==> config.mk <==
export PLATFORM = sky130hd
export DESIGN_NAME = subset_sum_enumerator_core
export DESIGN_NICKNAME = d
export VERILOG_FILES = /design/src/hdl/sse_pkg.sv /design/src/hdl/sse_sequencer.sv /design/src/hdl/sse_datapath.sv /design/src/hdl/subset_sum_enumerator_core.sv
export SDC_FILE = /design/constraint.sdc
export NUM_CORES = 1
export LEC_CHECK = 0
export ABC_AREA = 1
export ABC_CLOCK_PERIOD_IN_PS = 3950
export BUFFER_PORTS_ARGS = -buffer_cell sky130_fd_sc_hd__buf_4
export CORE_ASPECT_RATIO = 1.2
export CORE_MARGIN = 4
export CORE_UTILIZATION = 57
export DETAILED_ROUTE_END_ITERATION = 10
export PLACE_DENSITY = 0.86
export SLEW_MARGIN = 15
export SYNTH_ARGS = -nofsm -noshare
export SYNTH_HDL_FRONTEND = slang
export SYNTH_SLANG_ARGS = --single-unit
==> constraint.sdc <==
create_clock -name clk -period 3.95 [get_ports clk]
set_input_delay 0.1975 -clock clk [delete_from_list [all_inputs] [get_ports clk]]
set_output_delay 0.1975 -clock clk [all_outputs]
set_load 0.01 [all_outputs]
==> src/hdl/sse_pkg.sv <==
// ----------------------------------------------------------------------------
// sse_pkg: shared types, codes and microprogram of the subset-sum enumerator
// Holds the port field widths, the status and mode codes, the control word
// layout and the read-only microprogram that drives the datapath.
// ----------------------------------------------------------------------------
package sse_pkg;

  // Fixed field widths of the stream and configuration ports.
  localparam int TARGET_W   = 20;
  localparam int MODE_W     = 2;
  localparam int ELEM_IN_W  = 16;
  localparam int STATUS_W   = 3;
  localparam int MASK_OUT_W = 16;

  // Defaults for the top-level parameters.
  localparam int MAX_ELEMENTS_DEF = 16;
  localparam int ELEMENT_BITS_DEF = 16;

  // Request modes.
  localparam logic [MODE_W-1:0] MODE_LOAD  = 2'd0;
  localparam logic [MODE_W-1:0] MODE_FIND  = 2'd1;
  localparam logic [MODE_W-1:0] MODE_CLEAR = 2'd2;

  typedef enum logic [STATUS_W-1:0] {
    ST_LOADED   = 3'd0,
    ST_REFUSED  = 3'd1,
    ST_FOUND    = 3'd2,
    ST_FINISHED = 3'd3,
    ST_CLEARED  = 3'd4
  } status_t;

  // Datapath operation of one microstep.
  typedef enum logic [3:0] {
    OP_NOP,
    OP_ACCEPT,
    OP_LOAD,
    OP_CLEAR,
    OP_PUSH_ROOT,
    OP_POP,
    OP_LATCH,
    OP_PUSH_INC,
    OP_PUSH_EXC,
    OP_EMIT
  } op_t;

  // Branch condition of one microstep.
  typedef enum logic [3:0] {
    C_ALWAYS,
    C_IN_FIRE,
    C_MODE_FIND,
    C_MODE_LOAD,
    C_MODE_CLEAR,
    C_FULL,
    C_STARTED,
    C_EMPTY,
    C_EXPAND,
    C_HIT,
    C_OUT_BUSY
  } cond_t;

  localparam int UPC_W = 5;
  typedef logic [UPC_W-1:0] upc_t;

  // Microprogram addresses.
  localparam upc_t U_IDLE     = 5'd0;
  localparam upc_t U_DISP     = 5'd1;
  localparam upc_t U_DISP2    = 5'd2;
  localparam upc_t U_DISP3    = 5'd3;
  localparam upc_t U_LOAD     = 5'd4;
  localparam upc_t U_CLEAR    = 5'd5;
  localparam upc_t U_FSTART   = 5'd6;
  localparam upc_t U_ROOT     = 5'd7;
  localparam upc_t U_CHECK    = 5'd8;
  localparam upc_t U_POP      = 5'd9;
  localparam upc_t U_LATCH    = 5'd10;
  localparam upc_t U_TEST     = 5'd11;
  localparam upc_t U_PINC     = 5'd12;
  localparam upc_t U_PEXC     = 5'd13;
  localparam upc_t U_HIT      = 5'd14;
  localparam upc_t U_EM_FOUND = 5'd15;
  localparam upc_t U_EM_FIN   = 5'd16;
  localparam upc_t U_EM_LOAD  = 5'd17;
  localparam upc_t U_EM_REF   = 5'd18;
  localparam upc_t U_EM_CLR   = 5'd19;

  // One control word: operation, branch condition, taken and not-taken
  // targets, and the status that an emit step reports.
  typedef struct packed {
    op_t     op;
    cond_t   cond;
    upc_t    jt;
    upc_t    jf;
    status_t status;
  } ctrl_t;

  // Condition flags returned by the datapath.
  typedef struct packed {
    logic in_fire;
    logic mode_find;
    logic mode_load;
    logic mode_clear;
    logic full;
    logic started;
    logic empty;
    logic expand;
    logic hit;
    logic out_busy;
  } flags_t;

  function automatic ctrl_t ucode_rom(input upc_t pc);
    ctrl_t w;
    case (pc)
      U_IDLE:     w = '{OP_ACCEPT,    C_IN_FIRE,    U_DISP,     U_IDLE,    ST_FINISHED};
      U_DISP:     w = '{OP_NOP,       C_MODE_FIND,  U_FSTART,   U_DISP2,   ST_FINISHED};
      U_DISP2:    w = '{OP_NOP,       C_MODE_LOAD,  U_LOAD,     U_DISP3,   ST_FINISHED};
      U_DISP3:    w = '{OP_NOP,       C_MODE_CLEAR, U_CLEAR,    U_EM_FIN,  ST_FINISHED};
      U_LOAD:     w = '{OP_LOAD,      C_FULL,       U_EM_REF,   U_EM_LOAD, ST_FINISHED};
      U_CLEAR:    w = '{OP_CLEAR,     C_ALWAYS,     U_EM_CLR,   U_EM_CLR,  ST_FINISHED};
      U_FSTART:   w = '{OP_NOP,       C_STARTED,    U_CHECK,    U_ROOT,    ST_FINISHED};
      U_ROOT:     w = '{OP_PUSH_ROOT, C_ALWAYS,     U_CHECK,    U_CHECK,   ST_FINISHED};
      U_CHECK:    w = '{OP_NOP,       C_EMPTY,      U_EM_FIN,   U_POP,     ST_FINISHED};
      U_POP:      w = '{OP_POP,       C_ALWAYS,     U_LATCH,    U_LATCH,   ST_FINISHED};
      U_LATCH:    w = '{OP_LATCH,     C_ALWAYS,     U_TEST,     U_TEST,    ST_FINISHED};
      U_TEST:     w = '{OP_NOP,       C_EXPAND,     U_PINC,     U_HIT,     ST_FINISHED};
      U_PINC:     w = '{OP_PUSH_INC,  C_ALWAYS,     U_PEXC,     U_PEXC,    ST_FINISHED};
      U_PEXC:     w = '{OP_PUSH_EXC,  C_ALWAYS,     U_HIT,      U_HIT,     ST_FINISHED};
      U_HIT:      w = '{OP_NOP,       C_HIT,        U_EM_FOUND, U_CHECK,   ST_FINISHED};
      U_EM_FOUND: w = '{OP_EMIT,      C_OUT_BUSY,   U_EM_FOUND, U_IDLE,    ST_FOUND};
      U_EM_FIN:   w = '{OP_EMIT,      C_OUT_BUSY,   U_EM_FIN,   U_IDLE,    ST_FINISHED};
      U_EM_LOAD:  w = '{OP_EMIT,      C_OUT_BUSY,   U_EM_LOAD,  U_IDLE,    ST_LOADED};
      U_EM_REF:   w = '{OP_EMIT,      C_OUT_BUSY,   U_EM_REF,   U_IDLE,    ST_REFUSED};
      U_EM_CLR:   w = '{OP_EMIT,      C_OUT_BUSY,   U_EM_CLR,   U_IDLE,    ST_CLEARED};
      default:    w = '{OP_NOP,       C_ALWAYS,     U_IDLE,     U_IDLE,    ST_FINISHED};
    endcase
    return w;
  endfunction

endpackage

==> src/hdl/sse_sequencer.sv <==
// ----------------------------------------------------------------------------
// sse_sequencer: microprogram counter of the subset-sum enumerator
// Steps through the microprogram, one control word per cycle, and takes a
// conditional branch on the flags from the datapath.
// ----------------------------------------------------------------------------
module sse_sequencer
  import sse_pkg::*;
(
  input  logic   clk,
  input  logic   rst_n,
  input  flags_t flags,
  output ctrl_t  ctrl
);

  upc_t  pc_r;
  upc_t  pc_nxt;
  ctrl_t word;
  logic  taken;

  assign word = ucode_rom(pc_r);
  assign ctrl = word;

  always_comb begin
    case (word.cond)
      C_ALWAYS:     taken = 1'b1;
      C_IN_FIRE:    taken = flags.in_fire;
      C_MODE_FIND:  taken = flags.mode_find;
      C_MODE_LOAD:  taken = flags.mode_load;
      C_MODE_CLEAR: taken = flags.mode_clear;
      C_FULL:       taken = flags.full;
      C_STARTED:    taken = flags.started;
      C_EMPTY:      taken = flags.empty;
      C_EXPAND:     taken = flags.expand;
      C_HIT:        taken = flags.hit;
      C_OUT_BUSY:   taken = flags.out_busy;
      default:      taken = 1'b1;
    endcase
    pc_nxt = taken ? word.jt : word.jf;
  end

  always_ff @(posedge clk) begin
    if (!rst_n) begin
      pc_r <= U_IDLE;
    end else begin
      pc_r <= pc_nxt;
    end
  end

endmodule

==> src/hdl/sse_datapath.sv <==
// ----------------------------------------------------------------------------
// sse_datapath: element store, search stack and result register
// Carries out the operation named by each control word: loading elements,
// pushing and popping search states, and handing results to the output.
// ----------------------------------------------------------------------------
module sse_datapath
  import sse_pkg::*;
#(
  parameter int MAX_ELEMENTS = MAX_ELEMENTS_DEF,
  parameter int ELEMENT_BITS = ELEMENT_BITS_DEF
) (
  input  logic                  clk,
  input  logic                  rst_n,
  input  ctrl_t                 ctrl,
  output flags_t                flags,
  input  logic                  cfg_wr_en,
  input  logic [TARGET_W-1:0]   cfg_wr_data,
  input  logic                  in_tvalid,
  output logic                  in_tready,
  input  logic [ELEM_IN_W-1:0]  in_tdata,
  input  logic [MODE_W-1:0]     in_tuser,
  output logic                  out_tvalid,
  input  logic                  out_tready,
  output logic [MASK_OUT_W-1:0] out_tdata,
  output logic [STATUS_W-1:0]   out_tuser
);

  localparam int IDX_W = $clog2(MAX_ELEMENTS + 1);
  localparam int SA_W  = (MAX_ELEMENTS > 1) ? $clog2(MAX_ELEMENTS) : 1;
  localparam int STK_N = MAX_ELEMENTS + 1;
  localparam int SK_W  = $clog2(STK_N);
  localparam int DEP_W = $clog2(STK_N + 1);
  localparam int SUM_W = ((ELEMENT_BITS > TARGET_W) ? ELEMENT_BITS : TARGET_W) + 1;
  localparam int ENT_W = IDX_W + SUM_W + MAX_ELEMENTS;

  // Control state.
  logic [TARGET_W-1:0]    target_r;
  logic [IDX_W-1:0]       cnt_r, cnt_nxt;
  logic [DEP_W-1:0]       depth_r, depth_nxt;
  logic                   started_r, started_nxt;
  logic                   out_valid_r, out_valid_nxt;

  // Payload.
  logic [MODE_W-1:0]       mode_r;
  logic [ELEMENT_BITS-1:0] new_elem_r;
  logic [IDX_W-1:0]        cur_idx_r;
  logic [SUM_W-1:0]        cur_sum_r;
  logic [MAX_ELEMENTS-1:0] cur_mask_r;
  logic                    hit_r;
  logic                    expand_r;
  status_t                 out_status_r;
  logic [MASK_OUT_W-1:0]   out_mask_r;

  // Memories.
  logic [ELEMENT_BITS-1:0] store_mem [MAX_ELEMENTS];
  logic [ELEMENT_BITS-1:0] elem_q;
  logic [ENT_W-1:0]        stk_mem [STK_N];
  logic [ENT_W-1:0]        stk_q;

  logic                    in_fire;
  logic                    out_busy;
  logic                    emit_go;
  logic                    full;
  logic                    stk_full;
  logic                    store_we;
  logic                    stk_we;
  logic                    stk_re;
  logic [SK_W-1:0]         stk_waddr;
  logic [SK_W-1:0]         stk_raddr;
  logic [ENT_W-1:0]        stk_wdata;
  logic [DEP_W-1:0]        depth_m1;
  logic [IDX_W-1:0]        stk_idx;
  logic [SUM_W-1:0]        stk_sum;
  logic [MAX_ELEMENTS-1:0] stk_mask;
  logic [SUM_W-1:0]        target_ext;
  logic [IDX_W-1:0]        next_idx;
  logic [SUM_W-1:0]        inc_sum;
  logic [MAX_ELEMENTS-1:0] bit_sel;
  logic [31:0]             in_elem_ext;
  logic [MAX_ELEMENTS+MASK_OUT_W-1:0] mask_ext;

  assign in_tready   = (ctrl.op == OP_ACCEPT);
  assign in_fire     = in_tvalid && in_tready;
  assign out_busy    = out_valid_r && !out_tready;
  assign emit_go     = (ctrl.op == OP_EMIT) && !out_busy;
  assign full        = (cnt_r == IDX_W'(MAX_ELEMENTS));
  assign stk_full    = (depth_r == DEP_W'(STK_N));
  assign in_elem_ext = {{(32 - ELEM_IN_W){1'b0}}, in_tdata};

  assign depth_m1   = depth_r - 1'b1;
  assign stk_raddr  = depth_m1[SK_W-1:0];
  assign stk_idx    = stk_q[ENT_W-1 -: IDX_W];
  assign stk_sum    = stk_q[MAX_ELEMENTS +: SUM_W];
  assign stk_mask   = stk_q[MAX_ELEMENTS-1:0];
  assign target_ext = SUM_W'(target_r);

  assign next_idx = cur_idx_r + 1'b1;
  assign inc_sum  = cur_sum_r + SUM_W'(elem_q);
  assign bit_sel  = MAX_ELEMENTS'(1) << cur_idx_r;
  assign mask_ext = {{MASK_OUT_W{1'b0}}, cur_mask_r};

  always_comb begin
    cnt_nxt       = cnt_r;
    depth_nxt     = depth_r;
    started_nxt   = started_r;
    store_we      = 1'b0;
    stk_we        = 1'b0;
    stk_re        = 1'b0;
    stk_waddr     = depth_r[SK_W-1:0];
    stk_wdata     = {next_idx, cur_sum_r, cur_mask_r};
    out_valid_nxt = out_valid_r && !out_tready;
    case (ctrl.op)
      OP_LOAD: begin
        started_nxt = 1'b0;
        depth_nxt   = '0;
        if (!full) begin
          store_we = 1'b1;
          cnt_nxt  = cnt_r + 1'b1;
        end
      end
      OP_CLEAR: begin
        cnt_nxt     = '0;
        depth_nxt   = '0;
        started_nxt = 1'b0;
      end
      OP_PUSH_ROOT: begin
        stk_we      = 1'b1;
        stk_waddr   = '0;
        stk_wdata   = '0;
        depth_nxt   = DEP_W'(1);
        started_nxt = 1'b1;
      end
      OP_POP: begin
        stk_re    = 1'b1;
        depth_nxt = depth_m1;
      end
      OP_PUSH_INC: begin
        if (!stk_full) begin
          stk_we    = 1'b1;
          stk_wdata = {next_idx, inc_sum, cur_mask_r | bit_sel};
          depth_nxt = depth_r + 1'b1;
        end
      end
      OP_PUSH_EXC: begin
        if (!stk_full) begin
          stk_we    = 1'b1;
          depth_nxt = depth_r + 1'b1;
        end
      end
      OP_EMIT: begin
        if (emit_go) begin
          out_valid_nxt = 1'b1;
        end
      end
      default: begin
      end
    endcase
  end

  always_ff @(posedge clk) begin
    if (!rst_n) begin
      target_r    <= '0;
      cnt_r       <= '0;
      depth_r     <= '0;
      started_r   <= 1'b0;
      out_valid_r <= 1'b0;
    end else begin
      if (cfg_wr_en) begin
        target_r <= cfg_wr_data;
      end
      cnt_r       <= cnt_nxt;
      depth_r     <= depth_nxt;
      started_r   <= started_nxt;
      out_valid_r <= out_valid_nxt;
    end
  end

  always_ff @(posedge clk) begin
    if (in_fire) begin
      mode_r     <= in_tuser;
      new_elem_r <= in_elem_ext[ELEMENT_BITS-1:0];
    end
    if (ctrl.op == OP_LATCH) begin
      cur_idx_r  <= stk_idx;
      cur_sum_r  <= stk_sum;
      cur_mask_r <= stk_mask;
      hit_r      <= (stk_sum == target_ext);
      expand_r   <= (stk_idx < cnt_r) && (stk_sum <= target_ext);
    end
    if (emit_go) begin
      out_status_r <= ctrl.status;
      out_mask_r   <= (ctrl.status == ST_FOUND) ? mask_ext[MASK_OUT_W-1:0] : '0;
    end
  end

  // Element store: written at the fill count, read at the popped index.
  always_ff @(posedge clk) begin
    if (store_we) begin
      store_mem[cnt_r[SA_W-1:0]] <= new_elem_r;
    end
    elem_q <= store_mem[stk_idx[SA_W-1:0]];
  end

  // Search stack: one push or one pop per cycle.
  always_ff @(posedge clk) begin
    if (stk_we) begin
      stk_mem[stk_waddr] <= stk_wdata;
    end
    if (stk_re) begin
      stk_q <= stk_mem[stk_raddr];
    end
  end

  assign flags = '{
    in_fire:    in_fire,
    mode_find:  (mode_r == MODE_FIND),
    mode_load:  (mode_r == MODE_LOAD),
    mode_clear: (mode_r == MODE_CLEAR),
    full:       full,
    started:    started_r,
    empty:      (depth_r == '0),
    expand:     expand_r,
    hit:        hit_r,
    out_busy:   out_busy
  };

  assign out_tvalid = out_valid_r;
  assign out_tdata  = out_mask_r;
  assign out_tuser  = out_status_r;

`ifndef SYNTH
  a_depth_bound: assert property (@(posedge clk) disable iff (!rst_n)
    (DEP_W + 1)'(depth_r) <= (DEP_W + 1)'(cnt_r) + 1'b1)
    else $error("search stack deeper than element count plus one");

  a_count_bound: assert property (@(posedge clk) disable iff (!rst_n)
    cnt_r <= IDX_W'(MAX_ELEMENTS))
    else $error("element count beyond store size");

  a_push_room: assert property (@(posedge clk) disable iff (!rst_n)
    (ctrl.op == OP_PUSH_INC || ctrl.op == OP_PUSH_EXC) |-> !stk_full)
    else $error("push onto a full search stack");

  a_mask_found_only: assert property (@(posedge clk) disable iff (!rst_n)
    (out_valid_r && out_status_r != ST_FOUND) |-> (out_mask_r == '0))
    else $error("nonzero mask on a result that is not a found subset");

  a_pop_nonempty: assert property (@(posedge clk) disable iff (!rst_n)
    (ctrl.op == OP_POP) |-> (depth_r != '0))
    else $error("pop from an empty search stack");
`endif

endmodule

==> src/hdl/subset_sum_enumerator_core.sv <==
// ----------------------------------------------------------------------------
// subset_sum_enumerator_core: microcoded subset-sum enumerator
// Loads up to MAX_ELEMENTS values and returns, one per request, every subset
// whose sum equals the programmed target, found by depth-first backtracking.
// ----------------------------------------------------------------------------
// A load request (mode 0) appends one element and answers loaded, or refused
// when the store is full; it also restarts the search. A clear request
// (mode 2) empties the store and answers cleared. A find request (mode 1)
// answers with the next matching subset as a bit mask (bit i for element i),
// or with finished once every subset has been visited; finished then repeats
// until the next load or clear. Mode 3 answers finished and changes nothing.
// A matching mask is reported again from each state that only leaves out
// further elements, by design. The search keeps its position between find
// requests on an internal stack of MAX_ELEMENTS+1 entries, so a request
// resumes where the last one stopped. All work is done by a small
// microprogram stepping a single datapath, one control word per cycle.
// Load, clear and unused requests pass through the dispatch steps to an
// emit step. A find request runs its setup steps and then, for each search
// state visited, the steps check, pop, read, test and match check, plus one
// push step per child when the state is expanded into its two children,
// which go onto the stack one push per cycle through its single write port.
// The total time is therefore data dependent. A new request is accepted
// while the previous result is still waiting on the output; a result waits
// in the sequencer only if the output register is still occupied. The user
// must write the target through cfg_wr_en/cfg_wr_data only while the block
// is idle; the block itself does not enforce this. The target is used from
// the next state that is examined. No clearing pass is needed after reset.
// ----------------------------------------------------------------------------
module subset_sum_enumerator_core
  import sse_pkg::*;
#(
  parameter int MAX_ELEMENTS = MAX_ELEMENTS_DEF,
  parameter int ELEMENT_BITS = ELEMENT_BITS_DEF
) (
  input  logic                  clk,
  input  logic                  rst_n,
  // Configuration: target_sum.
  input  logic                  cfg_wr_en,
  input  logic [TARGET_W-1:0]   cfg_wr_data,
  // Request channel.
  input  logic                  in_tvalid,
  output logic                  in_tready,
  input  logic [ELEM_IN_W-1:0]  in_tdata,   // [15:0] element_value
  input  logic [MODE_W-1:0]     in_tuser,   // [1:0] mode
  // Result channel.
  output logic                  out_tvalid,
  input  logic                  out_tready,
  output logic [MASK_OUT_W-1:0] out_tdata,  // [15:0] subset_mask
  output logic [STATUS_W-1:0]   out_tuser   // [2:0] status
);

  // Control word from the microprogram, condition flags back to it.
  ctrl_t  ctrl;
  flags_t flags;

  sse_sequencer u_seq (
    .clk   (clk),
    .rst_n (rst_n),
    .flags (flags),
    .ctrl  (ctrl)
  );

  // Element store, search stack, target register and result register.
  sse_datapath #(
    .MAX_ELEMENTS (MAX_ELEMENTS),
    .ELEMENT_BITS (ELEMENT_BITS)
  ) u_dp (
    .clk         (clk),
    .rst_n       (rst_n),
    .ctrl        (ctrl),
    .flags       (flags),
    .cfg_wr_en   (cfg_wr_en),
    .cfg_wr_data (cfg_wr_data),
    .in_tvalid   (in_tvalid),
    .in_tready   (in_tready),
    .in_tdata    (in_tdata),
    .in_tuser    (in_tuser),
    .out_tvalid  (out_tvalid),
    .out_tready  (out_tready),
    .out_tdata   (out_tdata),
    .out_tuser   (out_tuser)
  );

endmodule
## After elaboration in Yosys (flattened, before gate mapping)

Memory sizes are Yosys's and may differ from the RTL's. A register that Yosys moved wholly into a read port is not among the register bits.
Index checks and enable logic that the tools add are counted.

- Bits in writable memories: 970
- Output and inout port bits: 21
- Memory bits (read-only): 672
- Register bits after elaboration: 113
- Memories: 3
- Bits of input ports: 43
- Latch bits: 0

Memories:

| memory | depth | width | read ports | clocked after memory_dff | wr ports | RTL line | RTL |
|---|---|---|---|---|---|---|---|
| u_dp.stk_mem | 17 | 42 | 1 | 1 | 1 | sse_datapath.sv:57 | `logic [ENT_W-1:0] stk_mem [STK_N];` |
| (no name shown) | 32 | 21 | 1 | 1 | 0 | sse_pkg.sv:112 | `case (pc)` |
| u_dp.store_mem | 16 | 16 | 1 | 1 | 1 | sse_datapath.sv:55 | `logic [ELEMENT_BITS-1:0] store_mem [MAX_ELEMENTS];` |

- $mul: 0
- Bitwise gates (word level): 1
- Mux-type cells: 22
- Magnitude comparators: 2
- Div/mod/pow operators: 0
- Equality and inequality tests: 27
- Reduce and logical (&&, ||, !) cells: 15
- Shift-type cells: 1
- Add/subtract/negate cells: 5

Operator list:

| kind | number |
|---|---|
| $pmux W42 S2 | 1 |
| $mux W37 | 1 |
| $eq A4 B3 Y1 const B | 8 |
| $mux W5 | 5 |
| $add A21 B16 Y21 | 1 |
| $eq A21 B20 Y1 | 1 |
| $le A21 B20 Y1 | 1 |
| $eq A4 B4 Y1 const B | 5 |
| $pmux W5 S4 | 1 |
| $eq A4 B2 Y1 const B | 4 |
| $or A16 B16 Y16 | 1 |
| $shl A1 B5 Y16 const A | 1 |
| $add A5 B1 Y5 const B | 3 |
| $eq A5 B5 Y1 const B | 2 |
| $mux W1 | 10 |
| $pmux W1 S10 | 1 |
| $pmux W5 S2 | 1 |
| $eq A4 B1 Y1 const B | 2 |
| $logic_not A5 Y1 | 1 |
| $lt A5 B5 Y1 | 1 |
| $sub A5 B1 Y5 const B | 1 |
| $logic_and A1 B1 Y1 | 4 |
| $ne A2 B2 Y1 const B | 2 |
| $pmux W1 S2 | 2 |
| 9 further kinds | 13 |

## Longest topological paths before layout

- Depth in word-level cells: 6
- Mapped depth: 22

## Hierarchy

From an unflattened synthesis, not the netlist that was laid out.

- Cells, all modules: 4056
- Area, all modules: 47840.9 µm²

Modules (own cells, without submodules):

| module | instances | cells an instance | area an instance (µm²) |
|---|---|---|---|
| sse_datapath | 1 | 3859 | 46512.1 |
| sse_sequencer | 1 | 197 | 1328.8 |

## Worst setup path after synthesis

Ideal clock, no wire load.

- Path type: reg2reg
- Start: register u_seq.ctrl[19] (netlist name)
- End: register u_dp.cur_idx_r[0], enable pin
- Data required time: 3450 ps
- Path slack: -86 ps
- Data arrival time: 3536 ps
- Library setup time: 500 ps
- Stages on the path, launching flop included: 5
- Buffers on the path: 0
- Cells stage by stage: dfxtp_1 > inv_1 > nor2_1 > inv_1 > nor3_1

- Longest elaborated chain between the ends: 1

RTL lines:

| element | RTL line | RTL |
|---|---|---|
| $eq A4 B3 Y1 | sse_datapath.sv:183 | `if (ctrl.op == OP_LATCH) begin` |
| end signal: assignment | sse_datapath.sv:184 | `cur_idx_r <= stk_idx;` |
| end: declaration | sse_datapath.sv:46 | `logic [IDX_W-1:0] cur_idx_r;` |

No other way between the ends.
A chain may end at the register's enable or synchronous reset.

## Worst setup path in the final report

- Start: register u_dp.depth_r[0]
- End: memory u_dp.stk_mem[10][39] in the netlist's numbering, enable pin

- Longest elaborated chain between the ends: 5

RTL lines:

| element | RTL line | RTL |
|---|---|---|
| start: declaration | sse_datapath.sv:39 | `logic [DEP_W-1:0] depth_r, depth_nxt;` |
| start signal: assignment | sse_datapath.sv:172 | `depth_r <= depth_nxt;` |
| $eq A5 B5 Y1 | sse_datapath.sv:87 | `assign stk_full = (depth_r == DEP_W'(STK_N));` |
| $mux W1 | sse_datapath.sv:138, sse_datapath.sv:145 |  |
| $pmux W1 S2 | sse_datapath.sv:112 | `case (ctrl.op)` |
| $mux W1 | sse_datapath.sv:206 | `if (stk_we) begin` |
| $mux W1 (not written as such) | sse_datapath.sv:207 | `stk_mem[stk_waddr] <= stk_wdata;` |
| end: declaration | sse_datapath.sv:57 |  |

Several ways; a longest one is shown, not always the timed one.

==> out/metrics.cfg <==
[cells_and_area]
stdcell_area_mm2 = 0.0529
finalNonFillerCells = 4794
final_common_cell = edfxtp_1
most-common-layout-cells = 1093 x edfxtp_1, 487 x o21ai_0, 483 x nor2_1
syn2layout_area_growth_pct = 13.5
layout-drive-gt1-share_pct = 10.6
final_nets = 3769
post-route-util_pct = 65.4

[synth]
synth_enable_flop_cells = 1093
async_flop_share_pct = 0
synth-seq-area-share_pct = 73.4
synthCells = 3530
syn_area_per_cell_um2 = 13.2
ys_ff_latch = 1162
synth_area_mm2 = 0.0466
synth_top_flop_cell = edfxtp_1
ys_warn_count = 0
ys_types = 45
syn-num-nets = 3635

[place]
io_buffers = 63
place_inst = 4541
gp_congestion = 0.920
dpl.hpwl_mm = 65.4
dpl_cell_area_mm2 = 0.0489

[setup_path]
cp.arrival_ns = 3.57
critical_path.startpoint_type = flop
cp.required_ns = 4.30
endpoint_kind = flop
crit_type = reg -> reg
crit_fanout = 58
crit_family = simple AND/OR/NAND/NOR gates
worst-path-buf-inv = 2
slowest_stage = dfxtp_4
max_stage_delay_ns = 0.55
crit_chain = ha_1, nand3_1, inv_1, nor2_1, nand4_1, nor2_4, buf_12

[sta]
tightestPinTransition_ns = 1.15
rsz0062_at_grt = no
skew_ns = 0.0405
drv_slew = 0
hold_viol = 0
period_share_pct = 81.5
fin_tns_setup_ns = 0
maxSlewHeadroom_pct = 23.6
clock.fmax_mhz = 311
min_period_ns = 3.22
finalSetupViolCount = 0

[clock_tree]
cts-resized-gates = 0
post-cts-setup-buffers = 0
clock_sinks = 1162
htreeDepth = 3
cts_tree = done
clk_pin_slew_ns = 0.07
clock-root-buffer = clkbuf_16
clock_latency_ns = 0.70
numCtsBuffers = 106
clk_path_buf_depth = 3

[global_routing]
top_usage_layer = met2
grt_pass1_wl_mm = 181
grt_pass1_vias = 31100
grt-ovfl-total = 0
use_met3_pct = 5.29
antenna_found_initial = 1
grtUsageMet2_pct = 46.6
grt_max_degree = 189
track_usage_pct = 27.6
grt_use_met1_pct = 33.9

[power_and_ir_drop]
comb_power_share_pct = 27.8
p_leak_nw = 18.1
switching_share_pct = 34.1
power.switching_mw = 11.8
power_density_mw_per_mm2 = 652
pwr-share-seq_pct = 42.7
ir_worst_vdd_uv = 1180
p_int_mw = 22.8
p_clk_share_pct = 29.5

[floorplanning]
rows = 114
die_y_um = 321
core_mm2 = 0.0809
die_w_um = 269
dieArea_mm2 = 0.0864
ios = 64
initial_core_util_pct = 57.6

[routing]
drt_iter0_drc = 4783
drt-wirelength-per-cell_um = 25.4
drcViolationCount = 0
dr.pass1.iters = 6
wirelength_mm = 122
vias_per_cell = 6.54
vias = 31300
postRouteAntennaNets = 0

[outcome]
status = finished clean

[run]
cap_viol_max_count = 0

[min_path]
hold_class = in -> reg

==> worst reg2reg max path, cell delays in order (launching register included) <==
cell     delay, ns
dfxtp_4       0.55
ha_1          0.31
nand3_1       0.10
inv_1         0.18
nor2_1        0.37
nand4_1       0.47
nor2_4        0.54
buf_12        0.34
==> area by class of cell <==
type                            count  area (um^2)
Antenna cell                        1         2.50
Fill cell                        5050        28000
Inverter                          204          777
Clock inverter                     57          526
Timing Repair Buffer              238         2150
Sequential cell                  1162        34200
Tap cell                         1044         1310
Clock buffer                      136         2910
Multi-Input combinational cell   1952        11000
==> cells in the mapped netlist, types with 2 or more instances <==
cell	number	area, um^2
nor2_1	504	1890
nand4_1	13	81.3
nor2_2	4	25.0
dfxtp_1	69	1380
o221ai_1	166	1450
nor3_1	10	50.1
edfxtp_1	1093	32800
a21oi_1	125	626
xnor2_1	3	26.3
buf_1	20	75.1
o211ai_1	69	518
nand3_2	4	40.0
nand3_1	151	756
o31ai_1	3	22.5
a22o_1	2	17.5
a211oi_1	2	15.0
o22ai_1	18	113
a31oi_1	45	282
o21ai_1	6	30.0
inv_1	196	736
mux2i_1	64	641
xor2_1	12	105
clkbuf_1	168	631
nor2_4	3	33.8
nand2_2	7	43.8
inv_2	8	30.0
buf_2	22	110
ha_1	61	763
o21ai_0	487	2440
nand2_1	176	661
o21a_1	4	30.0
o21bai_1	2	15.0
==> layer usage <==
metal | part of all wire [%] | vias up | wire [um]
met2 | 50 | 2367 | 60600
met1 | 34 | 15100 | 41200
li1 | - | 13400 | -
met3 | 11 | 462 | 13700
met5 | 0 | - | 0
met4 | 5.3 | 0 | 6470
==> final timing paths <==
kind	slack, ns	endpoint	startpoint	cells past startpoint
hold / removal	0.23	u_dp.new_elem_r[5]	in_tdata[5]	2
setup / recovery	0.73	u_dp.stk_mem[10][39]	u_dp.depth_r[0]	7
hold reg to reg	0.42	u_dp.cur_mask_r[1]	u_dp.stk_q[1]	0
setup reg to reg	0.73	u_dp.stk_mem[10][39]	u_dp.depth_r[0]	7
==> cell families (layout without fill, tap and decap cells) <==
logic type,Yosys count,after routing,synth area share (%)
DFF,1162,1162,73.4
AOI/OAI and AO/OA,933,933,12.0
and+or+nand+nor,877,877,7.82
buffers and inverters,416,635,3.43
muxes,64,64,1.37
adders and majority gates,62,62,1.68
xor gates and xnor gates,16,16,0.317
other,0,1,0
==> sequential cells by signal, summed over array words and instances (netlist names) <==
name             count
u_dp.hit_r           1
u_dp.mode_r          2
u_dp.cnt_r           5
u_dp.stk_q          42
u_dp.expand_r        1
u_dp.new_elem_r     16
u_dp.out_tdata      16
u_dp.started_r       1
u_dp.out_tuser       3
u_dp.cur_sum_r      21
u_dp.target_r       20
u_dp.depth_r         5
u_dp.stk_mem       714
u_dp.elem_q         16
u_dp.store_mem     256
u_seq.ctrl          21
u_dp.out_tvalid      1
u_dp.cur_idx_r       5
u_dp.cur_mask_r     16
==> power by group through the flow <==
stage | Sequential (mW) | Combinational [mW] | Clock, mW
3_5_place_dp | 15.0 | 9.08 | 0
3_3_place_gp | 15.0 | 8.74 | 0
4_1_cts | 14.7 | 9.34 | 10.2
6_report | 14.7 | 9.60 | 10.2
5_1_grt | 14.8 | 10.3 | 10.7
2_1_floorplan | 14.8 | 6.19 | 0
==> metrics by stage <==
stage / setup WS (ns) / power (mW) / hold WS [ns]
detailed placement: 0.762 / 24.1 / 0.377
global route: 0.517 / 35.8 / 0.218
floorplan: 0.339 / 21.0 / 0.296
finish: 0.732 / 34.5 / 0.228
global placement: 0.926 / 23.7 / 0.377
CTS: 0.738 / 34.3 / 0.188
==> timing repair <==
action                                 in CTS  in global routing
hold buffers                               59                  0
endpoints found under the hold margin      40                  0
setup endpoints to repair                   0                  0
No activity file was read; power rests on OpenSTA's default activity.
